$ cat config.mk
export PLATFORM = sky130hd
export DESIGN_NAME = half_duplex_uart_8n1
export DESIGN_NICKNAME = d
export VERILOG_FILES = /design/src/hw/rtl/hdu_pkg.sv /design/src/hw/rtl/hdu_step.sv /design/src/hw/rtl/half_duplex_uart_8n1.sv
export SDC_FILE = /design/constraint.sdc
export NUM_CORES = 1
export LEC_CHECK = 0
export CAP_MARGIN = 10
export CORE_MARGIN = 3
export CORE_UTILIZATION = 55
export CTS_BUF_LIST = sky130_fd_sc_hd__clkbuf_8
export CTS_CLUSTER_DIAMETER = 150
export CTS_CLUSTER_SIZE = 20
export DETAILED_ROUTE_END_ITERATION = 8
export DONT_BUFFER_PORTS = 1
export GPL_ROUTABILITY_DRIVEN = 0
export GPL_TIMING_DRIVEN = 0
export MAX_ROUTING_LAYER = met4
export PLACE_DENSITY_LB_ADDON = 0.12
export SLEW_MARGIN = 25
export SYNTH_ARGS = -nofsm -noshare
export SYNTH_HDL_FRONTEND = slang
export SYNTH_SLANG_ARGS = --single-unit
$ cat constraint.sdc
create_clock -name clk -period 4.3 [get_ports clk]
set_input_delay 0.645 -clock clk [delete_from_list [all_inputs] [get_ports clk]]
set_output_delay 0.645 -clock clk [all_outputs]
set_load 0.1 [all_outputs]
$ cat src/hw/rtl/hdu_pkg.sv
`default_nettype none
// ----------------------------------------------------------------------------
// hdu_pkg
// Shared types and constants of the half-duplex 8N1 UART.
// ----------------------------------------------------------------------------
package hdu_pkg;

    localparam int CFG_INDEX_W = 1;
    localparam int CFG_DATA_W  = 16;

    localparam logic [CFG_INDEX_W-1:0] CFG_BIT_TICKS          = 1'd0;
    localparam logic [CFG_INDEX_W-1:0] CFG_FIRST_SAMPLE_TICKS = 1'd1;

    localparam logic [15:0] BIT_TICKS_RESET          = 16'd104;
    localparam logic [15:0] FIRST_SAMPLE_TICKS_RESET = 16'd156;

    localparam logic [3:0] BITS_PER_BYTE = 4'd8;

    localparam logic [2:0] MODE_IDLE = 3'd0;
    localparam logic [2:0] MODE_TX   = 3'd1;
    localparam logic [2:0] MODE_STOP = 3'd2;
    localparam logic [2:0] MODE_RX   = 3'd3;
    localparam logic [2:0] MODE_PEND = 3'd4;

    typedef enum logic [4:0] {
        ST_IDLE = 5'b00001,
        ST_TX   = 5'b00010,
        ST_STOP = 5'b00100,
        ST_RX   = 5'b01000,
        ST_PEND = 5'b10000
    } state_t;

    typedef struct packed {
        logic       rx_level;
        logic       send_valid;
        logic [7:0] send_byte;
        logic       take;
    } in_t;

    typedef struct packed {
        logic       tx_level;
        logic [2:0] mode;
        logic       send_accepted;
        logic [7:0] rx_byte;
        logic       rx_pending;
    } out_t;

    typedef struct packed {
        state_t      mode;
        logic [15:0] bit_timer;
        logic [7:0]  tx_shift;
        logic [3:0]  tx_count;
        logic [7:0]  rx_shift;
        logic [3:0]  rx_count;
        logic        prev_rx;
        logic        tx_line;
    } uart_state_t;

    typedef struct packed {
        logic [15:0] bit_ticks;
        logic [15:0] first_sample_ticks;
    } cfg_t;

endpackage
`default_nettype wire

$ cat src/hw/rtl/hdu_step.sv
`default_nettype none
// ----------------------------------------------------------------------------
// hdu_step
// Next-state and result logic for one timer tick.
// ----------------------------------------------------------------------------
module hdu_step (
    input  var hdu_pkg::uart_state_t cur,
    input  var hdu_pkg::cfg_t        cfg,
    input  var hdu_pkg::in_t         req,
    output hdu_pkg::uart_state_t     nxt,
    output hdu_pkg::out_t            res
);

    function automatic logic [15:0] period_of(input logic [15:0] v);
        begin
            period_of = (v == 16'd0) ? 16'd1 : v;
        end
    endfunction

    hdu_pkg::state_t      mode_take;
    logic                 start_edge;
    logic [15:0]          timer_dec;
    logic                 accepted;
    hdu_pkg::uart_state_t s;

    always_comb
    begin
        s          = cur;
        accepted   = 1'b0;
        mode_take  = (req.take && cur.mode == hdu_pkg::ST_PEND) ? hdu_pkg::ST_IDLE : cur.mode;
        start_edge = cur.prev_rx && !req.rx_level;
        timer_dec  = cur.bit_timer - 16'd1;
        s.mode     = mode_take;

        if ((mode_take == hdu_pkg::ST_IDLE || mode_take == hdu_pkg::ST_PEND) && start_edge)
        begin
            s.mode      = hdu_pkg::ST_RX;
            s.rx_count  = 4'd0;
            s.bit_timer = period_of(cfg.first_sample_ticks);
        end
        else if (mode_take == hdu_pkg::ST_TX || mode_take == hdu_pkg::ST_STOP ||
                 mode_take == hdu_pkg::ST_RX)
        begin
            s.bit_timer = timer_dec;
            if (timer_dec == 16'd0)
            begin
                unique case (mode_take)
                    hdu_pkg::ST_TX:
                    begin
                        s.bit_timer = period_of(cfg.bit_ticks);
                        if (cur.tx_count < hdu_pkg::BITS_PER_BYTE)
                        begin
                            s.tx_line  = cur.tx_shift[0];
                            s.tx_shift = {1'b0, cur.tx_shift[7:1]};
                            s.tx_count = cur.tx_count + 4'd1;
                        end
                        else
                        begin
                            s.tx_line = 1'b1;
                            s.mode    = hdu_pkg::ST_STOP;
                        end
                    end
                    hdu_pkg::ST_STOP:
                    begin
                        s.mode = hdu_pkg::ST_IDLE;
                    end
                    hdu_pkg::ST_RX:
                    begin
                        s.bit_timer = period_of(cfg.bit_ticks);
                        if (cur.rx_count < hdu_pkg::BITS_PER_BYTE)
                        begin
                            s.rx_count = cur.rx_count + 4'd1;
                            s.rx_shift = {req.rx_level, cur.rx_shift[7:1]};
                        end
                        else
                        begin
                            s.mode = hdu_pkg::ST_PEND;
                        end
                    end
                    default:
                    begin
                        s.mode = hdu_pkg::ST_IDLE;
                    end
                endcase
            end
        end

        if (s.mode == hdu_pkg::ST_IDLE && req.send_valid)
        begin
            accepted    = 1'b1;
            s.mode      = hdu_pkg::ST_TX;
            s.tx_shift  = req.send_byte;
            s.tx_count  = 4'd0;
            s.tx_line   = 1'b0;
            s.bit_timer = period_of(cfg.bit_ticks);
        end

        s.prev_rx = req.rx_level;
    end

    always_comb
    begin
        nxt               = s;
        res.tx_level      = s.tx_line;
        res.send_accepted = accepted;
        res.rx_byte       = s.rx_shift;
        res.rx_pending    = (s.mode == hdu_pkg::ST_PEND);
        unique case (s.mode)
            hdu_pkg::ST_IDLE: res.mode = hdu_pkg::MODE_IDLE;
            hdu_pkg::ST_TX:   res.mode = hdu_pkg::MODE_TX;
            hdu_pkg::ST_STOP: res.mode = hdu_pkg::MODE_STOP;
            hdu_pkg::ST_RX:   res.mode = hdu_pkg::MODE_RX;
            hdu_pkg::ST_PEND: res.mode = hdu_pkg::MODE_PEND;
            default:          res.mode = hdu_pkg::MODE_IDLE;
        endcase
    end

endmodule
`default_nettype wire

$ cat src/hw/rtl/half_duplex_uart_8n1.sv
`default_nettype none
// ----------------------------------------------------------------------------
// half_duplex_uart_8n1
// Half-duplex 8N1 UART advanced by one timer tick per request.
// ----------------------------------------------------------------------------
// Usage:
//   Input channel (in_valid / in_stall / in_data): one request per timer tick,
//   carrying the sampled rx line, an optional byte to send and a take strobe.
//   Output channel (out_valid / out_stall / out_data): one result per request
//   with tx line level, mode, send-accepted flag and receive byte status.
//   Config port (cfg_wr_en / cfg_index / cfg_data): index 0 bit_ticks,
//   index 1 first_sample_ticks; write only while idle.
//   Latency: result is valid the cycle after the request is accepted.
//   Throughput: one request per cycle unless stalled; the tick update is one
//   logic pass from the state registers into the state and result registers.
//   Reset: mode idle, tx line and previous rx high, counters clear,
//   bit_ticks 104, first_sample_ticks 156, no result held.
//   Receiver stall: the held result stays put and in_stall is raised while
//   the result register is full and stalled.
// ----------------------------------------------------------------------------
module half_duplex_uart_8n1 (
    input  wire                                 clk,
    input  wire                                 rst_n,
    input  wire                                 in_valid,
    output logic                                in_stall,
    input  var hdu_pkg::in_t                    in_data,
    output logic                                out_valid,
    input  wire                                 out_stall,
    output hdu_pkg::out_t                       out_data,
    input  wire                                 cfg_wr_en,
    input  wire  [hdu_pkg::CFG_INDEX_W-1:0]     cfg_index,
    input  wire  [hdu_pkg::CFG_DATA_W-1:0]      cfg_data
);

    hdu_pkg::uart_state_t state_reg;
    hdu_pkg::uart_state_t state_next;
    hdu_pkg::cfg_t        cfg_reg;
    hdu_pkg::out_t        out_reg;
    hdu_pkg::out_t        out_next;
    logic                 out_valid_reg;
    logic                 accept;

    assign in_stall  = out_valid_reg && out_stall;
    assign accept    = in_valid && !in_stall;
    assign out_valid = out_valid_reg;
    assign out_data  = out_reg;

    hdu_step u_step (
        .cur (state_reg),
        .cfg (cfg_reg),
        .req (in_data),
        .nxt (state_next),
        .res (out_next)
    );

    always_ff @(posedge clk or negedge rst_n)
    begin
        if (!rst_n)
        begin
            state_reg.mode      <= hdu_pkg::ST_IDLE;
            state_reg.bit_timer <= 16'd0;
            state_reg.tx_shift  <= 8'd0;
            state_reg.tx_count  <= 4'd0;
            state_reg.rx_shift  <= 8'd0;
            state_reg.rx_count  <= 4'd0;
            state_reg.prev_rx   <= 1'b1;
            state_reg.tx_line   <= 1'b1;
        end
        else if (accept)
        begin
            state_reg <= state_next;
        end
    end

    always_ff @(posedge clk or negedge rst_n)
    begin
        if (!rst_n)
        begin
            cfg_reg.bit_ticks          <= hdu_pkg::BIT_TICKS_RESET;
            cfg_reg.first_sample_ticks <= hdu_pkg::FIRST_SAMPLE_TICKS_RESET;
        end
        else if (cfg_wr_en)
        begin
            unique case (cfg_index)
                hdu_pkg::CFG_BIT_TICKS:          cfg_reg.bit_ticks          <= cfg_data;
                hdu_pkg::CFG_FIRST_SAMPLE_TICKS: cfg_reg.first_sample_ticks <= cfg_data;
                default:                         cfg_reg                    <= cfg_reg;
            endcase
        end
    end

    always_ff @(posedge clk or negedge rst_n)
    begin
        if (!rst_n)
        begin
            out_valid_reg <= 1'b0;
        end
        else if (accept)
        begin
            out_valid_reg <= 1'b1;
        end
        else if (!out_stall)
        begin
            out_valid_reg <= 1'b0;
        end
    end

    always_ff @(posedge clk)
    begin
        if (accept)
        begin
            out_reg <= out_next;
        end
    end

endmodule
`default_nettype wire
# [Word-level counts from Yosys, hierarchy flattened]
# Index checks and enable logic that the tools add are counted.
[totals] register_bits=94 latchBits=0 mem_bits_rw=0 rom_bits=0 inputBits=33 out_inout_bits=16 elab_cells=91 mem_count=0
[classes] n_addsub=3 n_mul=0 div_mod_pow=0 n_lt_le_gt_ge=2 eq_ne=13 shift=0 mux=27 n_bitwise=1 reduce_logical=29
[ops] op="$mux W45" n=2
[ops] op="$logic_not A16 Y1" n=3
[ops] op="$mux W12" n=4
[ops] op="$mux W16" n=3
[ops] op="$mux W33" n=1
[ops] op="$mux W21" n=1
[ops] op="$mux W20" n=1
[ops] op="$reduce_bool A2 Y1" n=8
[ops] op="$sub A16 B1 Y16 const B" n=1
[ops] op="$eq A5 B5 Y1 const B" n=3
[ops] op="$mux W5" n=3
[ops] op="$pmux W3 S4" n=1
[ops] op="$eq A5 B1 Y1 const B" n=2
[ops] op="$eq A5 B2 Y1 const B" n=2
[ops] op="$eq A5 B3 Y1 const B" n=2
[ops] op="$eq A5 B4 Y1 const B" n=2
[ops] op="$pmux W5 S2" n=1
[ops] op="$mux W1" n=9
[ops] op="$add A4 B1 Y4 const B" n=2
[ops] op="$lt A4 B4 Y1 const B" n=2
[ops] op="$logic_and A1 B1 Y1" n=6
[ops] op="$reduce_and A2 Y1" n=3
[ops] op="$reduce_and A6 Y1" n=1
[ops] op="$reduce_and A5 Y1" n=1
[ops] op="8 further kinds" n=11

# [Depth between registers and ports, before layout]
# Gate-level depths: netlist of run 1.
[logic_depth] depth_word=14 mapped_depth=14 depth_no_buf=11

# [Hierarchy]
# A second synthesis of run 1 with hierarchy kept.
[hier_totals] cells_unflattened=481 hier_area_um2=5569.1
[modules_own_cells] module="half_duplex_uart_8n1" instances=1 cells_per_inst=186 area_each_um2=3540.9 seq_area_each_um2=2434.8
[modules_own_cells] module="hdu_step" instances=1 cells_per_inst=295 area_each_um2=2028.2 seq_area_each_um2=0.0

# [Worst setup path before layout of run 1]
# OpenSTA, ideal clock, no wires.
[synth_timing] kind="flip-flop to flip-flop" start="register state_reg[26] (netlist name)" end="register state_reg[18] (netlist name)" setup_time_ps=123 arrival_ps=3290 required_time_ps=4177 setup_slack_ps=887 stages_incl_launch_ff=12 path_buffers=0 synth_period_minus_slack_ps=3413 cell_sequence="dfrtp_1 > inv_1 > ha_1 > nor2b_1 > nand3_1 > xor2_1 > nand4_1 > nor3_4 > mux2i_1 > nand2_1 > or3_2 > o221a_1"
[synth_via] elab_chain_cells=9 word_cells_on_any_way=14 cone_classes="add/sub: 1; eq/ne: 2; mux: 4; reduce/logical: 7"
[synth_rtl] element="from (decl)" line_no="half_duplex_uart_8n1.sv:35" text="hdu_pkg::uart_state_t state_reg;"
[synth_rtl] element="from (signal assigned)" line_no="half_duplex_uart_8n1.sv:71" text="state_reg <= state_next;"
[synth_rtl] element="$sub A16 B1 Y16 *" line_no="hdu_step.sv:32" text="timer_dec = cur.bit_timer - 16'd1;"
[synth_rtl] element="$logic_not A16 Y1 *" line_no="hdu_step.sv:45" text="if (timer_dec == 16'd0)"
[synth_rtl] element="$mux W45" line_no="hdu_step.sv:45"
[synth_rtl] element="$mux W45" line_no="hdu_step.sv:41" text="else if (mode_take == hdu_pkg::ST_TX || mode_take == hdu_pkg::ST_STOP ||"
[synth_rtl] element="$mux W21" line_no="hdu_step.sv:35" text="if ((mode_take == hdu_pkg::ST_IDLE || mode_take == hdu_pkg::ST_PEND) && start_edge)"
[synth_rtl] element="$eq A5 B1 Y1" line_no="hdu_step.sv:88" text="if (s.mode == hdu_pkg::ST_IDLE && req.send_valid)"
[synth_rtl] element="$logic_and A1 B1 Y1" line_no="hdu_step.sv:88"
[synth_rtl] element="$ne A2 B2 Y1 (no line) / $reduce_bool A2 Y1 (equally long branches)"
[synth_rtl] element="$reduce_and A6 Y1 (no line)"
# Mark *: on every way between the ends. The rest lies on a longest branch, timed or not. The select of a mux whose other input is x is not followed.
# A chain may end at the register's enable or synchronous reset.

# [Worst setup path after layout of run 1]
[layout_timing] start="register state_reg[27] (netlist name)" end="register state_reg[23] (netlist name)"
# Same word-level chain as after synthesis.

==> reports/metrics.csv, run 1 <==
stage,metric,value,unit
place,hpwl,7.76,mm
yosys,synth-seq-area-share,49.7,%
clock_tree,clockBufferDepth,2,
detailed_routing,wirelength,11.0,mm
yosys,synth_area_leaders,"dfrtp_1 36%, mux2_2 9.9%, edfxtp_1 8.6%",
yosys,ys_types,62,
place,placement.io_buffers,0,
yosys,syn_avg_cell_area,10.3,sq um
timing,tns,0,ps
worst_setup_path,max_stage_delay,540,ps
global_route,grt-ovfl-total,0,
yosys,synth_top_area_share,35.7,%
timing,setup_slack,313,ps
yosys,synth-warning-count,0,
die,row_count,33,
die,io_pins,49,
detailed_routing,firstDrtPassIters,5,
yosys,synth_area,4900,sq um
worst_setup_path,cp_cell_sequence,inv_1 > ha_1 > nor2b_1 > nand3_1 > xor2_1 > nand4_1 > o31ai_2 > or4b_4 > nor4b_4 > or2_1 > buf_6 > o221a_1,
pwr,leakage,0.00216,uW
final_layout,area_growth,7.35,%
final_layout,drive_above_1_share,19.3,%
global_route,track_usage,23.6,%
clock_tree,h-tree-depth,3,
worst_setup_path,reg2reg_to,state_reg[23],
clock_tree,cts_tree,done,
detailed_routing,ant_nets,0,
pwr,ir_drop,0.000349,V
die,die_h,100,um
pwr,p_per_area,631,nW/um^2
yosys,synth_flop_cell,dfrtp_1,
global_route,grt_pass1_wl,18.2,mm
run,drv_cap,0,
timing,slew_viol_final,0,
worst_setup_path,slowest_stage,nor4b_4,
timing,fmax,251,MHz
yosys,synth_edf_count,14,
clock_tree,clockRootBuffer,clkbuf_8,
die,start_util,58.2,%
global_route,antenna_found_initial,0,
global_route,grt_pass1_vias,3663,
final_layout,multi_input_area,2300,sq um
detailed_routing,drc,0,
worst_setup_path,crit_end,state_reg[23],
worst_setup_path,endpoint_kind,register,
yosys,synth_top_area_cell,dfrtp_1,
worst_setup_path,critPathLaunchType,register,
timing,setup_violations,0,
min_path,hp-class,in2async,
final_layout,largest_register_ffs,47,
detailed_routing,wl_per_cell,18.5,um
clock_tree,clkSlewWorstSetupHoldPaths,90,ps
worst_setup_path,cp-startpoint,state_reg[27],
yosys,synth_commonest_cells,"70 x dfrtp_1, 67 x nand2_1, 43 x mux2_2",
yosys,synthArstFlopShare,85.1,%
timing,finalClockSkew,11.9,ps
worst_setup_path,path_max_fanout,9,
worst_setup_path,path_class,reg2reg,
timing,hold_viol,0,
timing,rsz0062_at_grt,false,
clock_tree,cts_buffers,9,
worst_setup_path,arrival,4280,ps
clock_tree,clock_latency,360,ps
global_route,grt_max_degree,71,
detailed_routing,first_iter_violations,213,
final_layout,diodes,0,
worst_setup_path,reg2regPathDepth,12,
place,post-place-ws,80.7,ps
timing,max_slew_margin,40.8,%
die,dieArea,10100,sq um
worst_setup_path,reg2reg_from,state_reg[27],
final_layout,fill_cells,728,
final_layout,ff_latch_area,2430,sq um
detailed_routing,via_per_inst,6.24,
timing,layout_min_cycle_time,3990,ps
timing,tightestPinTransition,889,ps
worst_setup_path,cp.required,4590,ps
run_status,status,"finished, final reports clean",
worst_setup_path,worst-r2r-setup-slack,310,ps
final_layout,nNetsFinal,524,
yosys,postSynthCellCount,474,
clock_tree,cts_sinks,94,
yosys,syn_nets,511,
die,fp.dieW,100,um
timing,min_period_over_period,92.7,%
detailed_routing,vias,3725,
die,core,8420,sq um
yosys,synth_seq_cells,94,
yosys,synth.most_common_cell,dfrtp_1,
-- worst min-delay path by stage --
stage          startpoint       endpoint  slack, ps  depth (start not counted)
3_5_place_dp        rst_n  state_reg[16]        350                          0
3_3_place_gp        rst_n  state_reg[16]        350                          0
4_1_cts             rst_n   state_reg[1]        110                          0
2_1_floorplan       rst_n     cfg_reg[0]        350                          0
5_1_grt             rst_n   state_reg[1]         90                          0
6_report            rst_n   state_reg[1]        120                          0
-- final cells by class --
type	count	share of cell area (%)
clock inverter	7	1.24
inverter	13	0.927
multi-input combinational	341	43.7
sequential	94	46.3
tap	105	2.50
buffer	26	2.35
clock buffer	9	2.35
timing repair buffer	2	0.666
-- placed cells by master (no fill, tap or decap), types with 14 or more instances in the layout --
cell type | synthesis | routed
dfrtp_1 | 70 | 70
nand2_1 | 67 | 67
mux2_2 | 43 | 43
o21ai_0 | 42 | 42
nor2_1 | 29 | 29
clkbuf_1 | 17 | 16
a21oi_1 | 15 | 15
a221oi_1 | 14 | 14
edfxtp_1 | 14 | 14
-- metal layers --
metal,GRT usage (%),vias to the layer above,routed length [um]
met1,30.6,1827,4840
li1,-,1748,-
met3,5.14,18,622
met2,37.8,132,5360
met5,-,-,0
met4,6.22,0,210
-- per-stage QoR --
step	power [uW]	std cells	cell area [sq um]	util, %	hold slack, ps
after floorplan	2420	474	4900	-	349
after global placement	2700	579	5030	59.8	352
after detailed placement	2720	579	5030	59.8	352
after CTS	3310	596	5250	62.3	109
after global routing	3540	597	5260	62.5	89.3
final	3320	597	5260	62.5	118
-- kinds of logic after synthesis --
| logic type | count (synthesis) | synth area share, % |
|---|---|---|
| flip-flops | 94 | 49.7 |
| AND/OR/NAND/NOR | 170 | 18.2 |
| buffers and inverters | 39 | 3.50 |
| multiplexers | 46 | 10.5 |
| adder cells (fa/ha/maj) | 4 | 1.02 |
| AO/OA/AOI/OAI | 108 | 14.8 |
| XOR/XNOR | 13 | 2.32 |
-- worst max-delay path, delay by kind of cell, from the launching register on --
kind	cells	cell delay, ps
DFF	1	440
buffers and inverters	2	260
and+or+nand+nor	6	2090
adders and majority gates	1	290
xor gates and xnor gates	1	320
AOI/OAI and AO/OA	2	520
-- what timing repair did --
item	in CTS	in global routing
hold buffers	1	0
setup buffers	0	1
resized for setup	0	1
setup endpoints to repair	0	19
hold endpoints to repair	70	0
-- report_power, final --
| part | switching (uW) | leakage (uW) | internal [uW] |
|---|---|---|---|
| registers | 271 | 0.00113 | 1110 |
| logic | 852 | 0.000933 | 519 |
| clock network | 306 | 0.0000880 | 264 |
(Power assumes the default switching activity.)
==> run 2, diff against run 1 <==
--- a/config.mk
+++ b/config.mk
@@ -5,9 +5,9 @@
 export SDC_FILE = /design/constraint.sdc
 export NUM_CORES = 1
 export LEC_CHECK = 0
-export CAP_MARGIN = 10
+export CAP_MARGIN = 20
 export CORE_MARGIN = 3
-export CORE_UTILIZATION = 55
+export CORE_UTILIZATION = 66
 export CTS_BUF_LIST = sky130_fd_sc_hd__clkbuf_8
 export CTS_CLUSTER_DIAMETER = 150
 export CTS_CLUSTER_SIZE = 20
==> constraint.sdc (replaced) <==
create_clock -name clk -period 4.3 [get_ports clk]
set_input_delay 0.86 -clock clk [delete_from_list [all_inputs] [get_ports clk]]
set_output_delay 0.86 -clock clk [all_outputs]
set_load 0.1 [all_outputs]
==> run 2 against run 1 <==
Effect of this change:
- utilization rose by 13 points
- worst setup slack got worse by 30 ps
- via count rose by 2.3%
- critical endpoint unchanged
- largest cell class unchanged
==> reports/metrics.csv, run 2 (same netlist as run 1, synthesis figures left out) <==
stage,metric,value,unit,change
worst_setup_path,max_stage_delay,550,ps,about the same
detailed_routing,vias,3810,,+2.3%
detailed_routing,ant_nets,0,,unchanged
clock_tree,clock_latency,370,ps,about the same
final_layout,mostFrequentLayoutCells,"70 x dfrtp_1, 67 x nand2_1, 43 x mux2_2, 42 x o21ai_0, 29 x nor2_1",,
pwr,p_seq_share,42.0,%,+0.4 points
die,start_util,70.2,%,+12 points
detailed_routing,via_per_inst,6.46,,+3.5%
timing,min_period_over_period,93.4,%,+0.71 points
worst_setup_path,critPathLaunchType,register,,
final_layout,layout_commonest_cell,dfrtp_1,,
clock_tree,cts_hold_buf,0,,-1
worst_setup_path,endpoint_kind,register,,
worst_setup_path,path_max_fanout,9,,unchanged
worst_setup_path,cp_cell_sequence,inv_1 > ha_1 > nor2b_1 > nand3_1 > xor2_1 > nand4_1 > o31ai_2 > or4b_4 > nor4b_4 > or2_1 > buf_6 > o221a_1,,
worst_setup_path,arrival,4330,ps,+50 ps
final_layout,fin_util,75.0,%,+13 points
detailed_routing,wirelength,10.8,mm,-2.2%
pwr,p_per_area,628,nW/um^2,-0.54%
final_layout,diodes,0,,unchanged
final_layout,drive_above_1_share,20.2,%,+0.93 points
die,dieArea,8500,sq um,-16%
die,core,6980,sq um,-17%
final_layout,ff_latch_area,2430,sq um,unchanged
global_route,grt-ovfl-total,0,,unchanged
detailed_routing,wl_per_cell,18.3,um,-1.1%
final_layout,fill_cells,517,,-29%
worst_setup_path,cp.required,4620,ps,+30 ps
worst_setup_path,slowest_stage,nor4b_4,,
clock_tree,clockBufferDepth,2,,unchanged
final_layout,largest_register_ffs,47,,unchanged
global_route,antenna_found_initial,0,,unchanged
final_layout,nNetsFinal,526,,+0.38%
die,die_h,92.2,um,-8.2%
pwr,total_power,3290,uW,-0.99%
die,row_count,30,,-9.1%
timing,max_slew_margin,40.2,%,-0.58 points
die,io_pins,49,,unchanged
clock_tree,cts_sinks,94,,unchanged
clock_tree,cts_buffers,9,,unchanged
final_layout,area_growth,6.87,%,
global_route,grt_max_degree,81,,+14%
clock_tree,cts_tree,done,,
place,placement.io_buffers,0,,unchanged
timing,finalClockSkew,11.1,ps,-0.799 ps
timing,slew_viol_final,0,,unchanged
clock_tree,clockRootBuffer,clkbuf_8,,
timing,tightestPinTransition,899,ps,+10.6 ps
detailed_routing,drc,0,,unchanged
min_path,hp-class,in2async,,
timing,setup_violations,0,,unchanged
detailed_routing,firstDrtPassIters,5,,unchanged
detailed_routing,first_iter_violations,293,,+38%
timing,fmax,249,MHz,-0.76%
timing,layout_min_cycle_time,4020,ps,+30.4 ps
pwr,p_clk_share,16.3,%,-0.9 points
global_route,grt_pass1_wl,18.2,mm,-0.11%
pwr,switching_share,43.5,%,+0.47 points
run_status,status,"finished, final reports clean",,
timing,hold_viol,0,,unchanged
timing,holdWs,168,ps,+49.9 ps
run,drv_cap,0,,unchanged
die,fp.dieW,92.2,um,-8.2%
pwr,share_comb_of_total_power,41.8,%,+0.5 points
pwr,switching_power,1430,uW,about the same
worst_setup_path,path_class,reg2reg,,
clock_tree,clkSlewWorstSetupHoldPaths,90,ps,about the same
global_route,track_usage,28.1,%,+4.5 points
pwr,ir_drop,0.000332,V,-4.9%
place,hpwl,7.70,mm,-0.81%
pwr,leakage,0.00217,uW,+0.51%
pwr,p_int,1860,uW,-1.8%
global_route,grt_pass1_vias,3773,,+3.0%
clock_tree,h-tree-depth,3,,unchanged
final_layout,multi_input_area,2310,sq um,+0.27%
-- run 2: power groups by stage --
stage	Sequential [uW]	Clock (uW)	Combinational (uW)
floorplan	1350	0	1070
global placement	1390	0	1290
CTS	1380	544	1340
detailed placement	1390	0	1330
finish	1380	535	1370
global route	1400	581	1520
-- run 2: per-layer routing --
metal  up-vias  part of all wire (%)  track usage, %
met3        32                   6.1            5.00
met5         -                     0               -
met2       162                    49            44.0
met4         0                   3.3            13.7
li1       1757                     -               -
met1      1859                    42            35.5
-- run 2: worst max-delay path: cells and delay by family, from the launching register on --
family	cells	cell delay, ps
adders and majority gates	1	270
buffers and inverters	2	240
DFF	1	460
and+or+nand+nor	6	2090
xor gates and xnor gates	1	310
AOI/OAI and AO/OA	2	580
-- run 2: path summary, 6_finish.rpt --
path	from	to	slack, ps	cells after the start
setup reg to reg	state_reg[26]	state_reg[23]	280	12
max in group asynchronous	rst_n	state_reg[1]	3890	0
setup / recovery	state_reg[26]	state_reg[23]	280	12
hold / removal	rst_n	state_reg[19]	170	0
hold reg to reg	state_reg[1]	state_reg[1]	480	2
min in group clk	state_reg[1]	state_reg[1]	480	2
-- run 2: cell type report --
class	instances	share of cell area, %
flip-flops and latches	94	46.5
clock buffers	10	2.63
inverters	13	0.931
well taps	96	2.29
repair buffers	4	0.573
clock inverters	6	0.717
multi-input cells	341	44.0
plain buffers	26	2.36
-- run 2: per-stage QoR --
step | area (sq um) | setup slack (ps) | cells | TNS [ps]
final | 5240 | 283 | 590 | 0
after global routing | 5240 | -16.3 | 590 | -16.3
after CTS | 5200 | 76.8 | 586 | 0
after detailed placement | 5020 | 89.8 | 570 | 0
after global placement | 5020 | 226 | 570 | 0
after floorplan | 4900 | 887 | 474 | 0
-- run 2: timing repair --
item,in CTS,in global routing
setup endpoints to repair,0,19
gates resized for setup,0,2
hold endpoints to repair,0,0
setup buffers,0,4
